`src/rtl/itpc_pkg.sv`:
```
// Types, codes and defaults shared by the infix to postfix converter.
`default_nettype none

package itpc_pkg;

    localparam int KIND_W      = 3;
    localparam int VALUE_W     = 16;
    localparam int PRIO_W      = 4;
    localparam int OKIND_W     = 2;
    localparam int STACK_DEPTH_DEF = 32;
    localparam int QUEUE_DEPTH_DEF = 2;

    typedef enum logic [KIND_W-1:0] {
        TK_TERM  = 3'd0,
        TK_OPER  = 3'd1,
        TK_OPEN  = 3'd2,
        TK_CLOSE = 3'd3,
        TK_END   = 3'd4
    } t_tok_kind;

    typedef enum logic [OKIND_W-1:0] {
        OK_NONE = 2'd0,
        OK_TERM = 2'd1,
        OK_OPER = 2'd2,
        OK_ERR  = 2'd3
    } t_out_kind;

    typedef enum logic [2:0] {
        CC_TERM,
        CC_OPER,
        CC_OPEN,
        CC_CLOSE,
        CC_END,
        CC_SKIP
    } t_cmd_class;

    typedef struct packed {
        t_cmd_class               cls;
        logic [VALUE_W-1:0]       value;
        logic [PRIO_W-1:0]        prio;
    } t_cmd;

    typedef struct packed {
        logic                     bracket;
        logic [VALUE_W-1:0]       value;
        logic [PRIO_W-1:0]        prio;
    } t_entry;

endpackage

`default_nettype wire

```
`src/rtl/itpc_ifs.sv`:
```
// Token and result channel interfaces of the infix to postfix converter.
`default_nettype none

interface itpc_token_if;
    logic                          valid;
    logic                          ready;
    logic [itpc_pkg::KIND_W-1:0]   token_kind;
    logic [itpc_pkg::VALUE_W-1:0]  token_value;
    logic [itpc_pkg::PRIO_W-1:0]   op_priority;

    modport source (output valid, output token_kind, output token_value,
                    output op_priority, input ready);
    modport sink   (input valid, input token_kind, input token_value,
                    input op_priority, output ready);
endinterface

interface itpc_result_if;
    logic                          valid;
    logic                          ready;
    logic [itpc_pkg::OKIND_W-1:0]  out_kind;
    logic [itpc_pkg::VALUE_W-1:0]  out_value;
    logic                          last;

    modport source (output valid, output out_kind, output out_value,
                    output last, input ready);
    modport sink   (input valid, input out_kind, input out_value,
                    input last, output ready);
endinterface

`default_nettype wire

```
`src/rtl/itpc_front.sv`:
```
// Front end: accepts tokens and classifies them into stack commands.
`default_nettype none

module itpc_front (
    itpc_token_if.sink       i_tok,
    input  wire logic        i_q_full,
    output logic             o_q_push,
    output itpc_pkg::t_cmd   o_q_cmd
);
    import itpc_pkg::*;

    t_cmd_class cls;

    always_comb begin
        unique case (t_tok_kind'(i_tok.token_kind))
            TK_TERM:  cls = CC_TERM;
            TK_OPER:  cls = CC_OPER;
            TK_OPEN:  cls = CC_OPEN;
            TK_CLOSE: cls = CC_CLOSE;
            TK_END:   cls = CC_END;
            default:  cls = CC_SKIP;
        endcase
    end

    assign i_tok.ready   = !i_q_full;
    assign o_q_push      = i_tok.valid && !i_q_full;
    assign o_q_cmd.cls   = cls;
    assign o_q_cmd.value = i_tok.token_value;
    assign o_q_cmd.prio  = i_tok.op_priority;

endmodule

`default_nettype wire

```
`src/rtl/itpc_queue.sv`:
```
// Short command queue between the front end and the stack engine.
`default_nettype none

module itpc_queue #(
    parameter int DEPTH = itpc_pkg::QUEUE_DEPTH_DEF
) (
    input  wire logic             i_clk,
    input  wire logic             i_rst_n,
    input  wire logic             i_push,
    input  itpc_pkg::t_cmd        i_cmd,
    output logic                  o_full,
    output logic                  o_valid,
    output itpc_pkg::t_cmd        o_cmd,
    input  wire logic             i_pop
);
    import itpc_pkg::*;

    localparam int PW = $clog2(DEPTH);
    localparam int CW = $clog2(DEPTH + 1);

    t_cmd          r_buf [DEPTH];
    logic [PW-1:0] r_wr, n_wr;
    logic [PW-1:0] r_rd, n_rd;
    logic [CW-1:0] r_cnt, n_cnt;
    logic          do_push, do_pop;

    assign o_full  = (r_cnt == CW'(DEPTH));
    assign o_valid = (r_cnt != '0);
    assign o_cmd   = r_buf[r_rd];
    assign do_push = i_push && !o_full;
    assign do_pop  = i_pop && o_valid;

    always_comb begin
        n_wr  = r_wr;
        n_rd  = r_rd;
        n_cnt = r_cnt;
        if (do_push) begin
            n_wr = (r_wr == PW'(DEPTH - 1)) ? '0 : r_wr + PW'(1);
        end
        if (do_pop) begin
            n_rd = (r_rd == PW'(DEPTH - 1)) ? '0 : r_rd + PW'(1);
        end
        if (do_push && !do_pop) begin
            n_cnt = r_cnt + CW'(1);
        end else if (do_pop && !do_push) begin
            n_cnt = r_cnt - CW'(1);
        end
    end

    always_ff @(posedge i_clk) begin
        if (!i_rst_n) begin
            r_wr  <= '0;
            r_rd  <= '0;
            r_cnt <= '0;
        end else begin
            r_wr  <= n_wr;
            r_rd  <= n_rd;
            r_cnt <= n_cnt;
        end
    end

    always_ff @(posedge i_clk) begin
        if (do_push) begin
            r_buf[r_wr] <= i_cmd;
        end
    end

endmodule

`default_nettype wire

```
`src/rtl/itpc_back.sv`:
```
// Stack engine: pops, pushes and emits results one step per cycle while the result output is not stalled.
`default_nettype none

module itpc_back #(
    parameter int STACK_DEPTH = itpc_pkg::STACK_DEPTH_DEF
) (
    input  wire logic             i_clk,
    input  wire logic             i_rst_n,
    input  wire logic             i_q_valid,
    input  itpc_pkg::t_cmd        i_q_cmd,
    output logic                  o_q_pop,
    itpc_result_if.source         o_res
);
    import itpc_pkg::*;

    localparam int CW = $clog2(STACK_DEPTH + 1);
    localparam int IW = $clog2(STACK_DEPTH);

    // The top entry lives in r_top; the memory holds the entries below it,
    // and r_below always mirrors the entry just under the top.
    t_entry              r_mem [STACK_DEPTH];
    t_entry              r_top, n_top;
    t_entry              r_below;
    logic [CW-1:0]       r_count, n_count;
    logic                r_any;
    logic                r_ov;
    t_out_kind           r_okind;
    logic [VALUE_W-1:0]  r_oval;
    logic                r_olast;

    logic                can_emit, go, done;
    logic                emit, e_last;
    t_out_kind           e_kind;
    logic [VALUE_W-1:0]  e_val;
    logic                cnt_nz, cnt_ge2, cnt_one, full, top_op, pop_ok, below_hi;
    logic                wr_en;
    logic [IW-1:0]       wr_addr, rd_addr;
    logic [CW-1:0]       cnt_m1, n_cnt_m2;
    t_entry              push_entry;

    assign can_emit = !r_ov || o_res.ready;
    assign go       = i_q_valid && can_emit;
    assign cnt_nz   = (r_count != '0);
    assign cnt_one  = (r_count == CW'(1));
    assign cnt_ge2  = cnt_nz && !cnt_one;
    assign full     = (r_count == CW'(STACK_DEPTH));
    assign top_op   = cnt_nz && !r_top.bracket;
    assign below_hi = cnt_ge2 && !r_below.bracket && (r_below.prio >= i_q_cmd.prio);
    assign cnt_m1   = r_count - CW'(1);
    assign wr_addr  = cnt_m1[IW-1:0];
    assign n_cnt_m2 = n_count - CW'(2);
    assign rd_addr  = (n_count > CW'(1)) ? n_cnt_m2[IW-1:0] : '0;

    always_comb begin
        push_entry.bracket = (i_q_cmd.cls == CC_OPEN);
        push_entry.value   = (i_q_cmd.cls == CC_OPEN) ? '0 : i_q_cmd.value;
        push_entry.prio    = (i_q_cmd.cls == CC_OPEN) ? '0 : i_q_cmd.prio;
    end

    always_comb begin
        case (i_q_cmd.cls) inside
            CC_OPER:          pop_ok = top_op && (r_top.prio >= i_q_cmd.prio);
            CC_CLOSE, CC_END: pop_ok = top_op;
            default:          pop_ok = 1'b0;
        endcase
    end

    always_comb begin
        n_count = r_count;
        n_top   = r_top;
        emit    = 1'b0;
        e_kind  = OK_NONE;
        e_val   = '0;
        e_last  = 1'b1;
        done    = 1'b0;
        wr_en   = 1'b0;
        if (go) begin
            if (pop_ok) begin
                emit    = 1'b1;
                e_kind  = OK_OPER;
                e_val   = r_top.value;
                n_count = cnt_m1;
                n_top   = r_below;
                case (i_q_cmd.cls)
                    CC_OPER:  e_last = !below_hi;
                    CC_CLOSE: e_last = cnt_ge2 && r_below.bracket;
                    default:  e_last = cnt_one;
                endcase
            end else begin
                done = 1'b1;
                case (i_q_cmd.cls) inside
                    CC_TERM: begin
                        emit   = 1'b1;
                        e_kind = OK_TERM;
                        e_val  = i_q_cmd.value;
                    end
                    CC_OPER, CC_OPEN: begin
                        if (full) begin
                            n_count = '0;
                            emit    = 1'b1;
                            e_kind  = OK_ERR;
                        end else begin
                            wr_en   = cnt_nz;
                            n_top   = push_entry;
                            n_count = r_count + CW'(1);
                            emit    = !r_any;
                        end
                    end
                    CC_CLOSE: begin
                        if (!cnt_nz) begin
                            emit   = 1'b1;
                            e_kind = OK_ERR;
                        end else begin
                            n_count = cnt_m1;
                            n_top   = r_below;
                            emit    = !r_any;
                        end
                    end
                    CC_END: begin
                        if (cnt_nz) begin
                            n_count = '0;
                            emit    = 1'b1;
                            e_kind  = OK_ERR;
                        end else begin
                            emit = !r_any;
                        end
                    end
                    default: begin
                        emit = 1'b1;
                    end
                endcase
            end
        end
    end

    assign o_q_pop = go && done;

    always_ff @(posedge i_clk) begin
        if (!i_rst_n) begin
            r_count <= '0;
            r_any   <= 1'b0;
            r_ov    <= 1'b0;
        end else begin
            r_count <= n_count;
            if (go) begin
                r_any <= done ? 1'b0 : (r_any || emit);
            end
            if (emit) begin
                r_ov <= 1'b1;
            end else if (o_res.ready) begin
                r_ov <= 1'b0;
            end
        end
    end

    always_ff @(posedge i_clk) begin
        r_top <= n_top;
        if (emit) begin
            r_okind <= e_kind;
            r_oval  <= e_val;
            r_olast <= e_last;
        end
    end

    always_ff @(posedge i_clk) begin
        if (wr_en) begin
            r_mem[wr_addr] <= r_top;
        end
    end

    always_ff @(posedge i_clk) begin
        if (wr_en && (wr_addr == rd_addr)) begin
            r_below <= r_top;
        end else begin
            r_below <= r_mem[rd_addr];
        end
    end

    assign o_res.valid     = r_ov;
    assign o_res.out_kind  = r_okind;
    assign o_res.out_value = r_oval;
    assign o_res.last      = r_olast;

endmodule

`default_nettype wire

```
`src/rtl/infix_to_postfix_converter_core.sv`:
```
// Top level of the infix to postfix converter: front end, queue and stack engine.
//
//  Channel   Direction  Transaction
//  i_tok     in         token_kind, token_value, op_priority
//  o_res     out        out_kind, out_value, last
//
// A term, open bracket or ignored token is handled by the stack engine on
// its own; an operator, close bracket or end marker first pops each operator
// that gives way to it, then is taken. Results leave through a single output
// register, one per cycle at most. Reset clears the stack count, the queue
// and the output valid flag at once. A stalled result holds the engine
// while the queue keeps taking tokens until it is full.
`default_nettype none

module infix_to_postfix_converter_core #(
    parameter int STACK_DEPTH = itpc_pkg::STACK_DEPTH_DEF,
    parameter int QUEUE_DEPTH = itpc_pkg::QUEUE_DEPTH_DEF
) (
    input  wire logic        i_clk,
    input  wire logic        i_rst_n,
    itpc_token_if.sink       i_tok,
    itpc_result_if.source    o_res
);
    import itpc_pkg::*;

    logic  q_push, q_full, q_valid, q_pop;
    t_cmd  q_in_cmd, q_out_cmd;

    itpc_front u_front (
        .i_tok    (i_tok),
        .i_q_full (q_full),
        .o_q_push (q_push),
        .o_q_cmd  (q_in_cmd)
    );

    itpc_queue #(
        .DEPTH (QUEUE_DEPTH)
    ) u_queue (
        .i_clk   (i_clk),
        .i_rst_n (i_rst_n),
        .i_push  (q_push),
        .i_cmd   (q_in_cmd),
        .o_full  (q_full),
        .o_valid (q_valid),
        .o_cmd   (q_out_cmd),
        .i_pop   (q_pop)
    );

    itpc_back #(
        .STACK_DEPTH (STACK_DEPTH)
    ) u_back (
        .i_clk     (i_clk),
        .i_rst_n   (i_rst_n),
        .i_q_valid (q_valid),
        .i_q_cmd   (q_out_cmd),
        .o_q_pop   (q_pop),
        .o_res     (o_res)
    );

endmodule

`default_nettype wire

```
`src/flat_wrapper.sv`:
```
// flat-port wrapper written by rule: the top's interface ports become plain ports
module infix_to_postfix_converter_core_flat import itpc_pkg::*;
#(
    parameter int STACK_DEPTH = itpc_pkg::STACK_DEPTH_DEF,
    parameter int QUEUE_DEPTH = itpc_pkg::QUEUE_DEPTH_DEF
)
  (i_clk, i_rst_n, i_tok_valid, i_tok_token_kind, i_tok_token_value, i_tok_op_priority, i_tok_ready, o_res_valid, o_res_out_kind, o_res_out_value, o_res_last, o_res_ready);
  itpc_token_if i_tok_i ();
  itpc_result_if o_res_i ();
  input  wire logic i_clk;
  input  wire logic i_rst_n;
  input wire logic [$bits(i_tok_i.valid)-1:0] i_tok_valid;
  input wire logic [$bits(i_tok_i.token_kind)-1:0] i_tok_token_kind;
  input wire logic [$bits(i_tok_i.token_value)-1:0] i_tok_token_value;
  input wire logic [$bits(i_tok_i.op_priority)-1:0] i_tok_op_priority;
  output wire logic [$bits(i_tok_i.ready)-1:0] i_tok_ready;
  output wire logic [$bits(o_res_i.valid)-1:0] o_res_valid;
  output wire logic [$bits(o_res_i.out_kind)-1:0] o_res_out_kind;
  output wire logic [$bits(o_res_i.out_value)-1:0] o_res_out_value;
  output wire logic [$bits(o_res_i.last)-1:0] o_res_last;
  input wire logic [$bits(o_res_i.ready)-1:0] o_res_ready;
  assign i_tok_i.valid = i_tok_valid;
  assign i_tok_i.token_kind = i_tok_token_kind;
  assign i_tok_i.token_value = i_tok_token_value;
  assign i_tok_i.op_priority = i_tok_op_priority;
  assign i_tok_ready = i_tok_i.ready;
  assign o_res_valid = o_res_i.valid;
  assign o_res_out_kind = o_res_i.out_kind;
  assign o_res_out_value = o_res_i.out_value;
  assign o_res_last = o_res_i.last;
  assign o_res_i.ready = o_res_ready;
  infix_to_postfix_converter_core #(.STACK_DEPTH(STACK_DEPTH), .QUEUE_DEPTH(QUEUE_DEPTH)) u_core (.i_clk(i_clk), .i_rst_n(i_rst_n), .i_tok(i_tok_i), .o_res(o_res_i));
endmodule
```
`config.mk`:
```
export PLATFORM = sky130hd
export DESIGN_NAME = infix_to_postfix_converter_core_flat
export DESIGN_NICKNAME = d
export VERILOG_FILES = /design/src/rtl/itpc_pkg.sv /design/src/rtl/itpc_ifs.sv /design/src/rtl/itpc_front.sv /design/src/rtl/itpc_queue.sv /design/src/rtl/itpc_back.sv /design/src/rtl/infix_to_postfix_converter_core.sv /design/src/flat_wrapper.sv
export SDC_FILE = /design/constraint.sdc
export NUM_CORES = 1
export LEC_CHECK = 0
export ABC_AREA = 1
export BUFFER_PORTS_ARGS = -buffer_cell sky130_fd_sc_hd__buf_2
export CORE_MARGIN = 3
export CORE_UTILIZATION = 60
export CTS_BUF_LIST = sky130_fd_sc_hd__clkbuf_4 sky130_fd_sc_hd__clkbuf_8 sky130_fd_sc_hd__clkbuf_16
export DETAILED_ROUTE_END_ITERATION = 8
export GPL_ROUTABILITY_DRIVEN = 0
export PLACE_DENSITY = 0.82
export SETUP_SLACK_MARGIN = 0.05
export SYNTH_ARGS = -nofsm -noshare
export SYNTH_HDL_FRONTEND = slang
export SYNTH_SLANG_ARGS = --single-unit
```
`constraint.sdc`:
```
create_clock -name i_clk -period 4.5 [get_ports i_clk]
set_input_delay 0.45 -clock i_clk [delete_from_list [all_inputs] [get_ports i_clk]]
set_output_delay 0.45 -clock i_clk [all_outputs]
set_load 0.05 [all_outputs]
```
==> reports/results.tsv <==
metric	value	unit
flops & latches, synth	776	
antenna diode count	0	
Worst Tran Pin Value	1.20	ns
via count of the first global-routing pass	20200	
crit-path max FO	49	
Top FF cell, synth	edfxtp_1	
top cell type's share of synthesized area	72.8	%
post-DP HPWL	48.9	mm
Max VDD drop	396	uV
RSZ-0062 raised after global routing	no	
Async SR Flop Fraction	0	%
Synth Cell Area	31300	um^2
final setup fails	0	
area grow syn2layout	12.3	%
final setup margin	0.900	ns
LEAKAGE	11.8	nW
DR DRC count	0	
EDFF count, synth	758	
GRT Total Usage	30.0	%
post-DR vias/cell	6.66	
Syn. warnings	0	
worst skew pair latency	0.62	ns
starting density of the core	60.8	%
Clock Tree Buf Depth	3	
status	finished clean	
first-pass GRT wire length	122	mm
wire per inst	26.0	um
initial antenna violation count	4	
f_max	278	MHz
Sum Neg Setup Slack	0	ns
Die Footprint	54900	um^2
crit path DAT	3.96	ns
most frequent cells in the layout	edfxtp_1 (758), nor2_1 (366), o21ai_0 (359)	
non-filler cells, final	3178	
final period utilization	80.0	%
final count of hold timing violations	0	
post-layout util	68.3	%
multi-input logic area	7320	um^2
Iter 0 DRT Violations	3912	
cell count of the worst reg-to-reg path	14	
Placeable Area	51400	um^2
Post-Syn Nets	2428	
Worst setup SP type	register	
Synth area leader	edfxtp_1	
Reg2Reg Setup Slack	0.90	ns
synth top area cells	edfxtp_1 (73%), o21ai_0 (5.7%), nor2_1 (4.8%), o221ai_1 (3.5%), nand3_1 (2.3%)	
Setup Slack @ Placement	0.999	ns
htree depth	3	
max_cap viols	0	
syn avg cell area	13.1	um^2
commonest non-fill, non-tap cell in the layout	edfxtp_1	
worst reg2reg path endpoint	u_core.u_back.o_res.last	
Clock Sinks	776	
die width	234	um
Max-slew headroom	19.7	%
minimum clock period	3.60	ns
CTS Buf Count	76	
via count	21200	
sequential share of the synthesized area	74.0	%
Root Buffer	clkbuf_16	
cells after synthesis	2384	
Row Count	83	
worst endpoint required time	4.86	ns
final max-slew violation count	0	
count of cell types in the netlist	42	
final setup skew	0.0237	ns
Power Dens Cells	587	nW/um^2
fillers	3237	
post-CTS setup buffer count	0	
PortBufs	47	
1st-pass router iterations	6	
fin nets	2486	
Worst setup EP type	register	
worst hold path class	input port to register	
Final ANT Viol Nets	0	
post-CTS resize count	0	
Worst Setup Path Type	register to register	
DP Area	32500	um^2
final wirelength	82.5	mm
GR Overflow Total	0	
final instance area	35100	um^2
Critical Path End	u_core.u_back.o_res.last	
fraction of layout instances using a drive strength above 1	13.8	%
TritonCTS clock tree	yes	
Post-CTS Hold Buffers	0	
I/O pin count	48	
largest net degree at the start of global routing	147	
CTS clk-pin slew, worst paths	0.06	ns
Die H	234	um
FF/Latch Area	23100	um^2
cell total after placement	3044	
## registers in the layout, indices dropped and copies added (netlist names), named ones only
name	flops
u_core.u_back.o_res.out_value	16
u_core.u_back.o_res.out_kind	2
u_core.u_back.r_top	21
u_core.u_queue.r_rd	1
u_core.u_queue.r_cnt	2
u_core.u_back.o_res.valid	1
u_core.u_queue.r_wr	1
u_core.u_back.r_mem	672
u_core.u_queue.r_buf	46
u_core.u_back.r_count	6
u_core.u_back.o_res.last	1
## through the flow
stage               hold WS, ns  power [mW]
floorplan                 0.468        12.0
global placement          0.475        13.8
detailed placement        0.471        13.9
CTS                      0.0205        20.4
global route             0.0354        21.2
finish                   0.0398        20.6
## power by group
group | leakage [nW] | switching (mW) | internal (mW)
logic | 3.50 | 3.87 | 1.11
registers | 7.00 | 0.285 | 8.75
clock network | 1.28 | 2.62 | 3.95
total | 11.8 | 6.78 | 13.8
## layout make-up
cell class | instances | area share, %
flip-flops and latches | 776 | 65.9
multi-input cells | 1387 | 20.9
clock buffers | 96 | 6.02
repair buffers | 138 | 2.69
well taps | 680 | 2.42
clock inverters | 38 | 1.36
inverters | 63 | 0.710
## cell families (layout without fill, tap and decap cells)
family | count (synthesis) | after routing | share of synthesized area, %
adder cells (fa/ha/maj) | 17 | 17 | 0.681
multiplexers | 3 | 3 | 0.0961
buffers and inverters | 221 | 335 | 2.88
AND/OR/NAND/NOR | 757 | 757 | 10.4
flip-flops | 776 | 776 | 74.0
XOR/XNOR | 6 | 6 | 0.168
AO/OA/AOI/OAI | 604 | 604 | 11.7
## cell usage after synthesis (all sizes together), types with 18 or more instances
master / n
o221ai: 126
o22ai: 45
o21ai: 362
inv: 61
buf: 37
o211ai: 36
nor2: 404
a21oi: 32
nand2: 189
edfxtp: 758
clkbuf: 121
nand3: 150
dfxtp: 18
## metal layers
metal | share of wire [%] | routed length, um | up-vias | global-route usage [%]
met5 | 0.029 | 24 | - | 0
li1 | - | - | 9027 | -
met3 | 12 | 10100 | 288 | 6.07
met1 | 35 | 28500 | 10100 | 39.7
met2 | 48 | 39500 | 1730 | 48.0
met4 | 5.4 | 4420 | 4 | 14.9
## critical path, stage by stage (launching register included)
cell     delay [ns]
dfxtp_4        0.53
inv_4          0.29
buf_4          0.32
o21ai_0        0.11
o22ai_1        0.11
o21ai_0        0.21
o21ai_0        0.13
o21ai_0        0.68
inv_1          0.13
ha_1           0.37
nand4_1        0.10
nand3_1        0.11
nand4_1        0.10
nand2_1        0.08
nand2_1        0.05
## worst min-delay path by stage
stage                             from                     endpoint  depth (start not counted)
6_report          i_tok_token_value[1]   u_core.u_queue.r_buf[1][5]                          1
5_1_grt           i_tok_token_value[2]   u_core.u_queue.r_buf[0][6]                          1
4_1_cts           i_tok_token_value[1]   u_core.u_queue.r_buf[0][5]                          1
3_5_place_dp   u_core.u_back.r_top[13]  u_core.u_back.r_mem[24][13]                          0
3_3_place_gp   u_core.u_back.r_top[13]  u_core.u_back.r_mem[24][13]                          0
2_1_floorplan                 register                     register                          2
Power figures use the tool's default switching activity.
